`src/rtl/vang_pkg.sv`:
```
// shared types, widths and constants of the 3-d vector angle block
package vang_pkg;

    localparam int COORD_WIDTH_DEF = 32;
    localparam int QUEUE_DEPTH     = 4;

    localparam int TOP_BIT  = 23;
    localparam int MAG_W    = TOP_BIT + 1;
    localparam int PROD_W   = 2 * MAG_W;
    localparam int SUM_W    = PROD_W + 2;
    localparam int DOT_W    = SUM_W + 1;
    localparam int NORM_SH  = 12;
    localparam int RAD_W    = SUM_W + NORM_SH;
    localparam int ROOT_W   = RAD_W / 2;
    localparam int DEN_SH   = 30;
    localparam int DEN_W    = 2 * ROOT_W - DEN_SH;
    localparam int Q_W      = 31;
    localparam int CX_W     = 34;
    localparam int Z_W      = 32;
    localparam int ANG_W    = 24;
    localparam int CORDIC_STEPS = 25;

    localparam logic [Q_W-1:0]   ONE_Q30   = Q_W'(1) << 30;
    localparam logic [RAD_W-1:0] ONE_Q60   = RAD_W'(1) << 60;
    localparam logic [ANG_W-1:0] ANGLE_MAX = ANG_W'(180) << 16;
    localparam logic signed [Z_W-1:0] Z_PREROT = Z_W'(90) << 20;

    typedef struct packed {
        logic                  zero;
        logic [2:0]            a_neg;
        logic [2:0]            b_neg;
        logic [2:0][MAG_W-1:0] a_mag;
        logic [2:0][MAG_W-1:0] b_mag;
    } t_pair;

    // atan(2^-i) in degrees, q.20
    function automatic logic signed [Z_W-1:0] atan_q20(input int unsigned idx);
        logic signed [Z_W-1:0] v;
        case (idx)
            0:       v = 32'sd47185920;
            1:       v = 32'sd27855475;
            2:       v = 32'sd14718068;
            3:       v = 32'sd7471121;
            4:       v = 32'sd3750058;
            5:       v = 32'sd1876857;
            6:       v = 32'sd938658;
            7:       v = 32'sd469357;
            8:       v = 32'sd234682;
            9:       v = 32'sd117342;
            10:      v = 32'sd58671;
            11:      v = 32'sd29335;
            12:      v = 32'sd14668;
            13:      v = 32'sd7334;
            14:      v = 32'sd3667;
            15:      v = 32'sd1833;
            16:      v = 32'sd917;
            17:      v = 32'sd458;
            18:      v = 32'sd229;
            19:      v = 32'sd115;
            20:      v = 32'sd57;
            21:      v = 32'sd29;
            22:      v = 32'sd14;
            23:      v = 32'sd7;
            24:      v = 32'sd4;
            default: v = '0;
        endcase
        return v;
    endfunction

endpackage

```
`src/rtl/vang_front.sv`:
```
// front end: magnitudes, zero check and power-of-two normalisation of both vectors
module vang_front import vang_pkg::*; #(
    parameter int COORD_WIDTH = COORD_WIDTH_DEF
) (
    input  logic                          i_clk,
    input  logic                          i_rst_n,
    input  logic                          i_push,
    output logic                          o_full,
    input  logic signed [COORD_WIDTH-1:0] i_first_x,
    input  logic signed [COORD_WIDTH-1:0] i_first_y,
    input  logic signed [COORD_WIDTH-1:0] i_first_z,
    input  logic signed [COORD_WIDTH-1:0] i_second_x,
    input  logic signed [COORD_WIDTH-1:0] i_second_y,
    input  logic signed [COORD_WIDTH-1:0] i_second_z,
    output logic                          o_push,
    output t_pair                         o_pair,
    input  logic                          i_q_full
);

    localparam int CW = COORD_WIDTH;
    localparam int PW = ($clog2(CW) > 5) ? $clog2(CW) : 5;

    function automatic logic [PW-1:0] msb_pos(input logic [CW-1:0] v);
        logic [PW-1:0] p;
        p = '0;
        for (int i = 0; i < CW; i++) begin
            if (v[i]) p = PW'(i);
        end
        return p;
    endfunction

    function automatic logic [MAG_W-1:0] norm_mag(input logic [CW-1:0] m,
                                                  input logic [PW-1:0] p);
        logic [CW+MAG_W-1:0] w;
        w = {{MAG_W{1'b0}}, m};
        if (p > PW'(TOP_BIT)) w = w >> (p - PW'(TOP_BIT));
        else                  w = w << (PW'(TOP_BIT) - p);
        return w[MAG_W-1:0];
    endfunction

    logic          adv;
    logic [CW-1:0] in_v [0:5];
    logic [5:0]    n_f0_neg;
    logic [CW-1:0] n_f0_mag [0:5];

    logic          r_f0_vld;
    logic [5:0]    r_f0_neg;
    logic [CW-1:0] r_f0_mag [0:5];

    logic          r_f1_vld;
    logic [5:0]    r_f1_neg;
    logic [CW-1:0] r_f1_mag [0:5];
    logic [PW-1:0] r_f1_pa, r_f1_pb;
    logic          r_f1_za, r_f1_zb;
    logic [CW-1:0] or_a, or_b;

    logic          r_f2_vld;
    t_pair         r_f2_pair;
    t_pair         n_f2_pair;

    // whole front moves together; it only holds when the queue cannot take its last stage
    assign adv    = !(r_f2_vld && i_q_full);
    assign o_full = !adv;
    assign o_push = r_f2_vld && !i_q_full;
    assign o_pair = r_f2_pair;

    assign in_v[0] = i_first_x;
    assign in_v[1] = i_first_y;
    assign in_v[2] = i_first_z;
    assign in_v[3] = i_second_x;
    assign in_v[4] = i_second_y;
    assign in_v[5] = i_second_z;

    always_comb begin
        for (int j = 0; j < 6; j++) begin
            n_f0_neg[j] = in_v[j][CW-1];
            n_f0_mag[j] = n_f0_neg[j] ? (~in_v[j] + 1'b1) : in_v[j];
        end
    end

    assign or_a = r_f0_mag[0] | r_f0_mag[1] | r_f0_mag[2];
    assign or_b = r_f0_mag[3] | r_f0_mag[4] | r_f0_mag[5];

    always_comb begin
        n_f2_pair.zero  = r_f1_za || r_f1_zb;
        n_f2_pair.a_neg = r_f1_neg[2:0];
        n_f2_pair.b_neg = r_f1_neg[5:3];
        for (int j = 0; j < 3; j++) begin
            n_f2_pair.a_mag[j] = norm_mag(r_f1_mag[j], r_f1_pa);
            n_f2_pair.b_mag[j] = norm_mag(r_f1_mag[j+3], r_f1_pb);
        end
    end

    always_ff @(posedge i_clk) begin
        if (!i_rst_n) begin
            r_f0_vld <= 1'b0;
            r_f1_vld <= 1'b0;
            r_f2_vld <= 1'b0;
        end else if (adv) begin
            r_f0_vld <= i_push;
            r_f1_vld <= r_f0_vld;
            r_f2_vld <= r_f1_vld;
        end
    end

    always_ff @(posedge i_clk) begin
        if (adv) begin
            r_f0_neg  <= n_f0_neg;
            r_f0_mag  <= n_f0_mag;
            r_f1_neg  <= r_f0_neg;
            r_f1_mag  <= r_f0_mag;
            r_f1_pa   <= msb_pos(or_a);
            r_f1_pb   <= msb_pos(or_b);
            r_f1_za   <= (or_a == '0);
            r_f1_zb   <= (or_b == '0);
            r_f2_pair <= n_f2_pair;
        end
    end

endmodule

```
`config.mk`:
```
export PLATFORM = sky130hd
export DESIGN_NAME = vang_front
export DESIGN_NICKNAME = d
export VERILOG_FILES = /design/src/rtl/vang_pkg.sv /design/src/rtl/vang_front.sv
export SDC_FILE = /design/constraint.sdc
export NUM_CORES = 2
export LEC_CHECK = 0
export BUFFER_PORTS_ARGS = -buffer_cell sky130_fd_sc_hd__buf_4
export CAP_MARGIN = 20
export CORE_UTILIZATION = 25
export DETAILED_ROUTE_END_ITERATION = 12
export GPL_TIMING_DRIVEN = 0
export SLEW_MARGIN = 25
export SYNTH_ARGS = -nofsm -noshare
export SYNTH_HDL_FRONTEND = slang
export SYNTH_SLANG_ARGS = --single-unit
```
`constraint.sdc`:
```
create_clock -name i_clk -period 47.7 [get_ports i_clk]
set_clock_uncertainty 0.15 [all_clocks]
set_input_delay 7.155 -clock i_clk [delete_from_list [all_inputs] [get_ports i_clk]]
set_output_delay 7.155 -clock i_clk [all_outputs]
set_load 0.005 [all_outputs]
```
==> reports/results.tsv <==
stage	metric	value	unit
floorplan	Die Span Y	394	µm
clocking	maximum clock path buffer count	3	
synthesis	sequential cell area fraction in the yosys report	0.438	
detailed_routing	Final ANT Viol Nets	0	
clocking	post-cts hold buffer count	0	
critical_path	Worst Setup End Kind	primary output	
synthesis	Seq cells post-synth	562	
critical_path	Setup crit start kind	input port	
critical_path	FF-to-FF Start	r_f1_pa[1]	
synthesis	Yosys top cell by area	edfxtp_1	
critical_path	Reg2Reg Depth	7	
outcome	status	finished clean	
critical_path	CP Class	in2out	
floorplan	Die Wd	394	µm
critical_path	WP data arrival	7870	ps
floorplan	Starting Density	0.252	
sta	Slew @ Worst Pin	1130	ps
global_routing	vias in the first global route	32500	
global_routing	GRT Total Usage	0.241	
detailed_routing	drt drc	0	
sta	final setup margin	32520	ps
critical_path	crit-path max FO	22	
clocking	CTS tree	built	
synthesis	synthesis warning total	0	
global_routing	total gr overflow	0	
synthesis	Post-Syn Area	38400	µm²
place	DP Wirelength	156000	µm
synthesis	EDFF count, synth	559	
layout	fin nets	3982	
synthesis	Synth top area share	0.437	
floorplan	core area	152000	µm²
clocking	CTS buffer count	66	
sta	post-route minimum period	15180	ps
detailed_routing	Met3 Wirelength	22500	µm
detailed_routing	top sig layer	met5	
place	DP Worst Slack	32510	ps
detailed_routing	Metal-1 WL	77800	µm
layout	layout cell share with drive strength beyond 1	0.265	
power	VDD IR max	22.1	µV
min_path	Hold Path Class	reg2reg	
detailed_routing	WL met2	83500	µm
floorplan	I/O pin total	349	
clocking	Post-CTS Setup Bufs	0	
layout	synthesis-to-finish area growth	19.9	%
sta	RSZ-0062 raised after global routing	false	
sta	Final Cycle Share	0.318	
run	Max Cap Viol	0	
sta	Slew Viols, Final	0	
detailed_routing	drt wl/cell	33.0	µm
clocking	htree depth	3	
critical_path	crit path from	i_q_full	
synthesis	Post-Synthesis Cells	3347	
sta	Peak Freq	65.9	MHz
power	Leak	16.4	nW
layout	multi-input logic area	20300	µm²
place	port buffer count	348	
synthesis	top cells by area, synth	edfxtp_1, mux4_2, nand2_1, mux2i_1, mux2_2	
power	PwrDens	43.9	nW/µm²
critical_path	RR Endpoint	o_pair[79]	
clocking	CTS root buf	clkbuf_16	
detailed_routing	initial detailed-routing violation count	4511	
clocking	Worst-path clk slew	60	ps
sta	slew margin rel.	0.240	
place	RD Place Congestion	1.06	
clocking	CTS Sinks	562	
detailed_routing	1st-pass router iterations	7	
floorplan	Core Rows	143	
floorplan	total die area	155000	µm²
critical_path	setup slack on the worst flop-to-flop path	43300	ps
layout	fillcell total	15500	
critical_path	CP endpoint	o_full	
detailed_routing	routed vias	34200	
detailed_routing	Detailed Route WL	194000	µm
global_routing	first-pass GRT wire length	266000	µm
layout	sequential cell area	16800	µm²
min_path	WHS Path Cells	0	
critical_path	CP required	40400	ps
synthesis	Top FF cell, synth	edfxtp_1	
global_routing	initial antenna violation count	28	
synthesis	Synth async-reset ratio	0	
synthesis	Synth Net Count	3554	
synthesis	Synth cell types	80	
sta	Final Hold Violating Endpoints	0	
synthesis	syn_area_per_cell	11.5	µm²
sta	final setup fails	0	
clocking	Clock Latency Late Sink	700	ps
global_routing	largest net degree at the start of global routing	59	
detailed_routing	Via density	5.84	
clocking	number of gates resized after cts	0	
sta	setup_tns	0	ps
sta	Hold WS	263	ps
## where the power goes
part	internal (mW)	total [mW]	switching [mW]
sequential	0.659	0.749	0.0896
combinational	0.300	0.766	0.466
clock	0.290	0.511	0.222
## sequential cells by signal, summed over array words and instances, names as in the netlist
register and flops:
r_f0_neg 6, r_f2_vld 1, r_f1_zb 1, o_pair 151, r_f1_pb 5, r_f1_vld 1, r_f1_pa 5, r_f0_mag 192
r_f1_za 1, r_f1_mag 192, r_f0_vld 1, r_f1_neg 6
## area by class of cell
type | instances | share of cell area
tap | 2030 | 0.0551
antenna | 5 | 0.000271
sequential | 562 | 0.365
clock inverter | 41 | 0.00971
multi-input combinational | 2492 | 0.440
clock buffer | 78 | 0.0373
inverter | 47 | 0.00383
timing repair buffer | 360 | 0.0631
buffer | 246 | 0.0257
## synthesized netlist by cell type, drive strengths merged (6+ instances only)
cell,instances
a211oi,9
a21oi,66
a22o,6
a22oi,67
a31oi,19
a32oi,12
and2,8
and3,7
buf,140
clkbuf,106
edfxtp,559
ha,11
inv,45
mux2,142
mux2i,180
mux4,237
nand2,485
nand2b,15
nand3,187
nand4,22
nor2,86
nor2b,13
nor3,97
nor4,20
o2111ai,8
o211ai,139
o21ai,176
o221ai,34
o22a,8
o22ai,11
o31ai,56
o41ai,28
or2,17
or3,35
or4,39
xnor2,178
xor2,7
## cell families (layout without fill, tap and decap cells)
family | Yosys count | in the layout | synth area share
buffers and inverters | 293 | 772 | 0.0354
adders and majority gates | 11 | 11 | 0.00358
xor gates and xnor gates | 185 | 185 | 0.0429
AOI/OAI and AO/OA | 694 | 694 | 0.125
muxes | 559 | 559 | 0.227
and+or+nand+nor | 1043 | 1043 | 0.127
DFF | 562 | 562 | 0.438
other | 0 | 5 | 0
## stage by stage
stage | instances | power [mW] | instance area (µm²) | util
2_1_floorplan | 3347 | 1.10 | 38400 | -
3_3_place_gp | 5725 | 1.50 | 43600 | 0.286
3_5_place_dp | 5737 | 1.49 | 43900 | 0.288
4_1_cts | 5856 | 2.01 | 46100 | 0.303
5_1_grt | 5860 | 2.08 | 46100 | 0.303
6_report | 5861 | 2.03 | 46100 | 0.303
## worst min-delay path by stage
stage                            from     endpoint  slack [ps]
final                     r_f0_neg[2]  r_f1_neg[2]         260
after global placement    r_f0_neg[2]  r_f1_neg[2]         250
after CTS                 r_f0_neg[2]  r_f1_neg[2]         260
after global routing      r_f0_neg[2]  r_f1_neg[2]         270
after floorplan           r_f1_neg[3]  o_pair[144]         250
after detailed placement  r_f0_neg[5]  r_f1_neg[5]         260
## critical path, stage by stage
cell	delay [ps]
buf_4	120
nand2_4	280
inv_1	150
buf_4	160
## placed cells by master, fill, tap and decap left out, types with 11 or more instances in the layout
cell type,Yosys,routed
a21oi_1,66,66
a22oi_1,67,67
a31oi_1,19,19
a32oi_1,12,12
buf_1,15,15
buf_2,91,91
buf_4,29,378
clkbuf_1,106,117
clkbuf_16,0,67
clkinv_1,2,11
edfxtp_1,559,559
ha_1,11,11
inv_1,43,43
mux2_2,142,142
mux2i_1,180,179
mux4_2,237,237
nand2_1,485,484
nand2b_1,15,15
nand3_1,185,185
nand4_1,22,22
nor2_1,86,86
nor2b_1,13,13
nor3_1,90,88
nor4_1,18,17
o211ai_1,139,139
o21ai_0,172,170
o221ai_1,34,34
o22ai_1,11,11
o31ai_1,56,56
o41ai_1,23,23
or2_2,15,15
or3_1,34,34
or4_1,34,34
xnor2_1,175,174
## per-layer routing
layer  track usage  up-vias
li1              -    14200
met1         0.318    17100
met2         0.360     2463
met3        0.0746      500
met4         0.106       32
met5             0        -
Note: power is estimated with default switching activity, not from simulation.
