File: src/rtl/vang_pkg.sv
// shared types, widths and constants of the 3-d vector angle block
package vang_pkg;

    localparam int COORD_WIDTH_DEF = 32;
    localparam int QUEUE_DEPTH     = 4;

    localparam int TOP_BIT  = 23;
    localparam int MAG_W    = TOP_BIT + 1;
    localparam int PROD_W   = 2 * MAG_W;
    localparam int SUM_W    = PROD_W + 2;
    localparam int DOT_W    = SUM_W + 1;
    localparam int NORM_SH  = 12;
    localparam int RAD_W    = SUM_W + NORM_SH;
    localparam int ROOT_W   = RAD_W / 2;
    localparam int DEN_SH   = 30;
    localparam int DEN_W    = 2 * ROOT_W - DEN_SH;
    localparam int Q_W      = 31;
    localparam int CX_W     = 34;
    localparam int Z_W      = 32;
    localparam int ANG_W    = 24;
    localparam int CORDIC_STEPS = 25;

    localparam logic [Q_W-1:0]   ONE_Q30   = Q_W'(1) << 30;
    localparam logic [RAD_W-1:0] ONE_Q60   = RAD_W'(1) << 60;
    localparam logic [ANG_W-1:0] ANGLE_MAX = ANG_W'(180) << 16;
    localparam logic signed [Z_W-1:0] Z_PREROT = Z_W'(90) << 20;

    typedef struct packed {
        logic                  zero;
        logic [2:0]            a_neg;
        logic [2:0]            b_neg;
        logic [2:0][MAG_W-1:0] a_mag;
        logic [2:0][MAG_W-1:0] b_mag;
    } t_pair;

    // atan(2^-i) in degrees, q.20
    function automatic logic signed [Z_W-1:0] atan_q20(input int unsigned idx);
        logic signed [Z_W-1:0] v;
        case (idx)
            0:       v = 32'sd47185920;
            1:       v = 32'sd27855475;
            2:       v = 32'sd14718068;
            3:       v = 32'sd7471121;
            4:       v = 32'sd3750058;
            5:       v = 32'sd1876857;
            6:       v = 32'sd938658;
            7:       v = 32'sd469357;
            8:       v = 32'sd234682;
            9:       v = 32'sd117342;
            10:      v = 32'sd58671;
            11:      v = 32'sd29335;
            12:      v = 32'sd14668;
            13:      v = 32'sd7334;
            14:      v = 32'sd3667;
            15:      v = 32'sd1833;
            16:      v = 32'sd917;
            17:      v = 32'sd458;
            18:      v = 32'sd229;
            19:      v = 32'sd115;
            20:      v = 32'sd57;
            21:      v = 32'sd29;
            22:      v = 32'sd14;
            23:      v = 32'sd7;
            24:      v = 32'sd4;
            default: v = '0;
        endcase
        return v;
    endfunction

endpackage

File: src/rtl/vang_fifo.sv
// small first-word-fall-through queue
module vang_fifo import vang_pkg::*; #(
    parameter int W     = 8,
    parameter int DEPTH = QUEUE_DEPTH
) (
    input  logic         i_clk,
    input  logic         i_rst_n,
    input  logic         i_push,
    input  logic [W-1:0] i_data,
    output logic         o_full,
    input  logic         i_pop,
    output logic [W-1:0] o_data,
    output logic         o_empty
);

    localparam int AW = $clog2(DEPTH);
    localparam int CW = $clog2(DEPTH + 1);

    logic [W-1:0]  r_slot [0:DEPTH-1];
    logic [AW-1:0] r_wr, r_rd;
    logic [CW-1:0] r_cnt;
    logic          wr_en, rd_en;

    assign o_full  = (r_cnt == CW'(DEPTH));
    assign o_empty = (r_cnt == '0);
    assign wr_en   = i_push && !o_full;
    assign rd_en   = i_pop && !o_empty;
    assign o_data  = r_slot[r_rd];

    always_ff @(posedge i_clk) begin
        if (!i_rst_n) begin
            r_wr  <= '0;
            r_rd  <= '0;
            r_cnt <= '0;
        end else begin
            if (wr_en) r_wr <= r_wr + 1'b1;
            if (rd_en) r_rd <= r_rd + 1'b1;
            if (wr_en && !rd_en)      r_cnt <= r_cnt + 1'b1;
            else if (rd_en && !wr_en) r_cnt <= r_cnt - 1'b1;
        end
    end

    always_ff @(posedge i_clk) begin
        if (wr_en) r_slot[r_wr] <= i_data;
    end

endmodule

File: config.mk
export PLATFORM = sky130hd
export DESIGN_NAME = vang_fifo
export DESIGN_NICKNAME = d
export VERILOG_FILES = /design/src/rtl/vang_pkg.sv /design/src/rtl/vang_fifo.sv
export SDC_FILE = /design/constraint.sdc
export NUM_CORES = 1
export LEC_CHECK = 0
export ABC_CLOCK_PERIOD_IN_PS = 1810
export BUFFER_PORTS_ARGS = -buffer_cell sky130_fd_sc_hd__buf_4
export CAP_MARGIN = 25
export CORE_MARGIN = 2
export CORE_UTILIZATION = 25
export CTS_CLUSTER_SIZE = 10
export DETAILED_ROUTE_END_ITERATION = 6
export MAX_ROUTING_LAYER = met4
export PLACE_DENSITY = 0.46
export SETUP_SLACK_MARGIN = 0.5
export SLEW_MARGIN = 40
export SYNTH_ARGS = -nofsm -noshare
export SYNTH_HDL_FRONTEND = slang
export SYNTH_SLANG_ARGS = --single-unit
File: constraint.sdc
create_clock -name i_clk -period 1.81 [get_ports i_clk]
set_input_delay 0.2715 -clock i_clk [delete_from_list [all_inputs] [get_ports i_clk]]
set_output_delay 0.2715 -clock i_clk [all_outputs]
set_load 0.02 [all_outputs]
==> results of run 1 <==
[layout by cell type, fill, tap and decap left out, types with 2 or more instances in the layout]
cell and count:
edfxtp_1 32, buf_4 22, buf_6 11, mux4_2 8, clkbuf_8 5, and2_4 4, and2_1 4, nand2_1 4
ha_1 4, dfxtp_1 4, xnor2_1 3, mux2i_1 3, dfxtp_4 3, inv_1 2, dfxtp_2 2, bufinv_16 2
[cell families (layout without fill, tap and decap cells)]
| group | after synthesis | in the layout | share of synthesized area [%] |
|---|---|---|---|
| and+or+nand+nor | 17 | 17 | 6.183 |
| xor gates and xnor gates | 4 | 4 | 2.138 |
| AOI/OAI and AO/OA | 4 | 4 | 2.061 |
| adders and majority gates | 6 | 6 | 5.038 |
| DFF | 41 | 41 | 69.62 |
| buffers and inverters | 7 | 45 | 2.137 |
| muxes | 11 | 11 | 12.82 |
[power by group through the flow]
stage	Clock, mW	Sequential [mW]	Combinational [mW]
detailed placement	0	1.27	1.01
global placement	0	1.26	0.992
global route	0.922	1.28	1.26
floorplan	0	1.26	0.643
CTS	0.889	1.27	1.16
finish	0.863	1.27	1.17
[metrics by stage]
stage / TNS (ns) / power (mW)
after floorplan: -0.06177 / 1.901
after global placement: -0.05125 / 2.256
after detailed placement: -0.1020 / 2.284
after CTS: -0.03598 / 3.325
after global routing: -0.1089 / 3.463
final: -0.02539 / 3.303
[flip-flops by register name, indices dropped and copies added (netlist names), named ones only]
register / flops
r_cnt: 3
r_rd: 2
r_slot: 32
r_wr: 2
[routing by layer]
layer	GRT usage (%)	part of all wire [%]
met1	10.36	41
met5	-	0
met2	14.49	52
met3	3.405	5.9
met4	2.597	0.76
[worst max-delay path by stage]
stage / start / to / slack (ns) / cells after the start
after global placement: r_cnt[2] / r_cnt[2] / -0.05 / 8
after floorplan: r_cnt[2] / r_cnt[2] / -0.06 / 9
after CTS: r_cnt[2] / r_cnt[2] / -0.04 / 7
after detailed placement: r_cnt[2] / r_cnt[2] / -0.10 / 8
final: r_cnt[2] / r_cnt[2] / -0.03 / 8
after global routing: r_cnt[2] / r_cnt[2] / -0.11 / 8
[cell usage after synthesis]
cell,number,area (µm²)
a21boi_1,1,7.510
and2_1,8,50.05
buf_1,1,3.750
buf_2,1,5.000
buf_6,1,11.26
clkbuf_1,1,3.750
dfxtp_1,9,180.2
edfxtp_1,32,960.9
fa_1,1,20.02
ha_1,5,62.56
inv_1,3,11.26
mux2i_1,3,30.03
mux4_2,8,180.2
nand2_1,4,15.01
nor2b_1,2,12.51
nor3_1,1,5.000
nor3b_2,1,12.51
o21ai_0,1,5.000
o311ai_1,1,8.760
o31ai_2,1,12.51
or3_1,1,6.260
xnor2_1,3,26.28
xor2_1,1,8.760
[what timing repair did]
item,in CTS,in global routing
cloned,0,0
hold buffers,0,0
resized for setup,24,2
endpoints found under the hold margin,0,0
pin swaps,8,1
buffers inserted,2,1
endpoints found under the setup margin,45,47
[layout make-up]
cell class / count / area [µm²] / share of cell area, %
Clock buffer: 5 / 68.82 / 3.097
Clock inverter: 3 / 65.06 / 2.928
Inverter: 3 / 11.26 / 0.5068
Multi-Input combinational cell: 42 / 516.7 / 23.25
Sequential cell: 41 / 1155 / 51.97
Tap cell: 77 / 96.34 / 4.336
Timing Repair Buffer: 34 / 309.0 / 13.91
==> out/metrics.csv, run 1 <==
metric;value;unit
run status;finished, violations left;
failing checks;negative setup slack;
number of instances in the synthesized netlist;90;
number of top-level pins;22;
number of buffers created by CTS;5;
peak fanout along the critical path;4;
leakage power of the design;0.8067;nW
total congestion overflow after global routing;0;
Slowest-stage cell, CP;dfxtp_4;
slew of the pin with the lowest slew margin;0.3005;ns
count of unique library cells instantiated by Yosys;23;
Avg WL per Cell;14.71;µm
Seq pwr share;38.4;%
global placement routability congestion;0.7333;
fill count;606;
final critical path time including I/O delays and setup;1.835;ns
cell chain of the critical path;nor3b_4 > nor2b_2 > ha_4 > inv_2 > fa_2 > xor2_1 > or3_1 > a21boi_1;
DRT Wirelength;3.016;mm
Layout area overhead;35.57;%
source-to-sink clock delay at the later pin of the worst-skew pair;0.29;ns
final non-filler cell total;205;
origin of the worst min-delay path;i_data[2];
internal reg-to-reg setup slack;-0.03;ns
wire length of the first global-routing pass;4.650;mm
deepest level of the CTS H-tree;2;
Initial Util;25.81;%
clock transition at the registers of the reported paths;0.08;ns
worst min-delay path category;in -> reg;
clock root cell;clkbuf_8;
crit end category;flop;
share of power burned in combinational logic;35.5;%
aggregate global-route resource usage;8.939;%
Routed Antenna Nets;0;
final worst-path cycle share;101.4;%
maximum number of pins on one net before global-route repair;14;
Worst Hold Depth;1;
required time of the critical path;2.03;ns
slack of the critical path;-0.02539;ns
number of warnings printed during yosys synthesis;0;
cell area after layout;0.002222;mm²
Die Area;0.007220;mm²
count of placed standard cells including taps;194;
post-place setup slack;-0.1020;ns
MaxCap Viol Count;0;
final core utilization;35.00;%
Seq/Total Area, Yosys;69.62;%
vias in the first global route;937;
drt pass-1 iters;4;
Sw Ratio;27.69;%
depth of the worst register-to-register path;8;
pwr dens;1487;mW/mm²
achievable clock frequency;0.5448;GHz
unrepaired setup endpoints after global routing;true;
reg2reg start;r_cnt[2];
Rel. slew slack;79.65;%
destination of the worst register-to-register timing path;r_cnt[2];
vias per std cell;4.166;
maximum vdd drop;0.5924;mV
setup clock skew after layout;0.004766;ns
flip-flop and latch count after synthesis;41;
Worst Hold Path EP;r_slot[3][2];
worst hold-check slack;0.1800;ns
clock net sink count;41;
ANT cells;0;
final count of hold timing violations;0;
synthesized area per cell;18.21;µm²
Core Area;0.006350;mm²
number of nets produced by synthesis;108;
clock share of power;26.1;%
switching power of the nets;0.9148;mW
final routed DRC violation total;0;
antenna violations before repair;0;
height of the chip;84.97;µm
post-detailed-placement half-perimeter wirelength;2.048;mm
clock buffer depth;2;
Top delay family on crit path;simple AND/OR/NAND/NOR gates;
total count of max-transition violations in the final report;0;
net total in the final layout;145;
P_int;2.389;mW
setup-violating endpoint count in the final report;1;
number of rows in the core area;29;
placed cell area;0.001977;mm²
TritonCTS clock tree;done;
horizontal extent of the die;84.97;µm
arrival time at the worst endpoint;2.06;ns
CP max stage delay;0.37;ns
share of layout cells above drive strength 1;51.56;%
post-synthesis instance area;0.001639;mm²
count of routing violations after the opening detailed-route iteration;37;
Buf/Inv on CP;1;
via count;854;
Port-buffer cells;21;
crit path launch type;flop;
Setup CP Type;reg -> reg;
No activity file was read; power rests on OpenSTA's default activity.
==> run 2, diff against run 1 <==
--- a/config.mk
+++ b/config.mk
@@ -15,6 +15,7 @@
 export MAX_ROUTING_LAYER = met4
 export PLACE_DENSITY = 0.46
 export SETUP_SLACK_MARGIN = 0.5
+export SKIP_CTS_REPAIR_TIMING = 1
 export SLEW_MARGIN = 40
 export SYNTH_ARGS = -nofsm -noshare
 export SYNTH_HDL_FRONTEND = slang
==> run 2 against run 1 <==
Compared with the run above:
- the flow still finishes with violations (negative setup slack)
- total power grew 0.26%
- first-iteration DRC count is the same
- sequential share of layout area shrank 0.18 points
- cell count shrank 0.98%
- hold slack is essentially flat
- global-route usage shrank 0.11 points
- combinational power is essentially flat
- worst setup slack gained 0.0053 ns
- clock-buffer cell count is the same
- maximum frequency grew 0.29%
- die area is the same
- critical path type unchanged
- largest cell class unchanged
==> out/metrics.csv, run 2 (same netlist as run 1, synthesis figures left out) <==
metric;value;unit;change
vias in the first global route;926;;was 937
overall power of the completed layout;3.312;mW;was 3.303 mW
setup clock skew after layout;0.004581;ns;was 0.004766 ns
Slowest-stage cell, CP;dfxtp_4;;unchanged
share of layout cells above drive strength 1;51.59;%;was 51.56%
CP max stage delay;0.38;ns;was 0.37 ns
number of top-level pins;22;;unchanged
DRT Wirelength;3.017;mm;was 3.016 mm
height of the chip;84.97;µm;unchanged
Port-buffer cells;21;;unchanged
Rel. slew slack;84.04;%;was 79.65%
number of rows in the core area;29;;unchanged
register with the most flip-flops;r_slot;;unchanged
Avg WL per Cell;14.86;µm;was 14.71 µm
Setup CP Type;reg -> reg;;unchanged
final worst-path cycle share;101.1;%;was 101.4%
max reg flops;32;;unchanged
clock net sink count;41;;unchanged
number of buffers created by CTS;5;;unchanged
peak fanout along the critical path;4;;unchanged
deepest level of the CTS H-tree;2;;unchanged
leading cell type in the layout, fill and taps excluded;edfxtp_1;;unchanged
crit end category;flop;;unchanged
total congestion overflow after global routing;0;;unchanged
depth of the worst register-to-register path;8;;unchanged
global placement routability congestion;0.7333;;unchanged
Top Registers;r_slot (32), r_cnt (3);;unchanged
cell chain of the critical path;nor3b_4 > nor2b_4 > ha_4 > inv_2 > fa_2 > xor2_1 > or3_1 > a21boi_1;;was nor3b_4 > nor2b_2 > ha_4 > inv_2 > fa_2 > xor2_1 > or3_1 > a21boi_1
final count of hold timing violations;0;;unchanged
Buf/Inv on CP;1;;unchanged
crit path launch type;flop;;unchanged
Layout area overhead;36.03;%;was 35.57%
final routed DRC violation total;0;;unchanged
failing checks;negative setup slack;;unchanged
leakage power of the design;0.8010;nW;was 0.8067 nW
pwr dens;1485;mW/mm²;was 1487 mW/mm²
slew of the pin with the lowest slew margin;0.2394;ns;was 0.3005 ns
clock transition at the registers of the reported paths;0.08;ns;about the same
Worst Hold Path EP;r_slot[3][2];;unchanged
setup-violating endpoint count in the final report;1;;unchanged
total negative setup slack;-0.02009;ns;was -0.02539 ns
reg2reg start;r_cnt[2];;unchanged
destination of the worst register-to-register timing path;r_cnt[2];;unchanged
Initial Util;25.81;%;unchanged
worst min-delay path category;in -> reg;;unchanged
antenna violations before repair;0;;unchanged
most used cells in the layout excluding fill and tap cells;32 x edfxtp_1, 20 x buf_4, 11 x buf_6, 8 x mux4_2, 5 x clkbuf_8;;was 32 x edfxtp_1, 22 x buf_4, 11 x buf_6, 8 x mux4_2, 5 x clkbuf_8
Top delay family on crit path;simple AND/OR/NAND/NOR gates;;unchanged
clock buffer depth;2;;unchanged
internal reg-to-reg setup slack;-0.02;ns;was -0.03 ns
Routed Antenna Nets;0;;unchanged
TritonCTS clock tree;done;;unchanged
maximum number of pins on one net before global-route repair;14;;unchanged
achievable clock frequency;0.5464;GHz;was 0.5448 GHz
run status;finished, violations left;;unchanged
slack of the critical path;-0.02009;ns;was -0.02539 ns
arrival time at the worst endpoint;2.05;ns;was 2.06 ns
Core Area;0.006350;mm²;unchanged
drt pass-1 iters;4;;unchanged
via count;850;;was 854
post-place setup slack;-0.1020;ns;unchanged
Worst Hold Depth;1;;unchanged
horizontal extent of the die;84.97;µm;unchanged
worst hold-check slack;0.1802;ns;was 0.1800 ns
Die Area;0.007220;mm²;unchanged
vias per std cell;4.187;;was 4.166
ANT cells;0;;unchanged
MaxCap Viol Count;0;;unchanged
final critical path time including I/O delays and setup;1.830;ns;was 1.835 ns
post-detailed-placement half-perimeter wirelength;2.048;mm;unchanged
net total in the final layout;143;;was 145
aggregate global-route resource usage;8.833;%;was 8.939%
clock root cell;clkbuf_8;;unchanged
count of routing violations after the opening detailed-route iteration;37;;unchanged
source-to-sink clock delay at the later pin of the worst-skew pair;0.29;ns;about the same
critical path launch point;r_cnt[2];;unchanged
origin of the worst min-delay path;i_data[2];;unchanged
required time of the critical path;2.03;ns;about the same
unrepaired setup endpoints after global routing;true;;unchanged
total count of max-transition violations in the final report;0;;unchanged
wire length of the first global-routing pass;4.581;mm;was 4.650 mm
maximum vdd drop;0.5905;mV;was 0.5924 mV
==> run 2: changes by cell type in the layout (fill, tap and decap cells not counted), sizes merged <==
cell / before / now
buf: 34 / 32
==> run 2: routing by layer <==
layer,wire [µm],track usage (%),part of all wire [%]
met1,1252,10.29,41
met2,1576,14.28,52
met3,165,3.307,5.5
met4,23,2.597,0.76
met5,0,-,0
==> run 2: where the power goes <==
group	switching [mW]	internal [mW]
logic	0.510	0.663
clock network	0.314	0.548
registers	0.105	1.17
==> run 2: area by class of cell <==
class / count / area [µm²]
Clock buffer: 5 / 68.82
Clock inverter: 3 / 65.06
Fill cell: 604 / 4120
Inverter: 3 / 11.26
Multi-Input combinational cell: 42 / 539.3
Sequential cell: 41 / 1155
Tap cell: 77 / 96.34
Timing Repair Buffer: 32 / 294.0
==> run 2: how the worst max path moves through the flow <==
stage,slack (ns),cells past startpoint,endpoint
after floorplan,-0.06,9,r_cnt[2]
after global placement,-0.05,8,r_cnt[2]
after detailed placement,-0.10,8,r_cnt[2]
after CTS,-0.13,8,r_cnt[2]
after global routing,-0.10,7,r_cnt[2]
final,-0.02,8,r_cnt[2]
==> run 2: per-stage QoR <==
stage               cells  utilization [%]  cell area, µm²
floorplan              90                -            1678
global placement      194            31.13            1977
detailed placement    194            31.13            1977
CTS                   202            33.24            2111
global route          203            35.11            2230
finish                203            35.11            2230
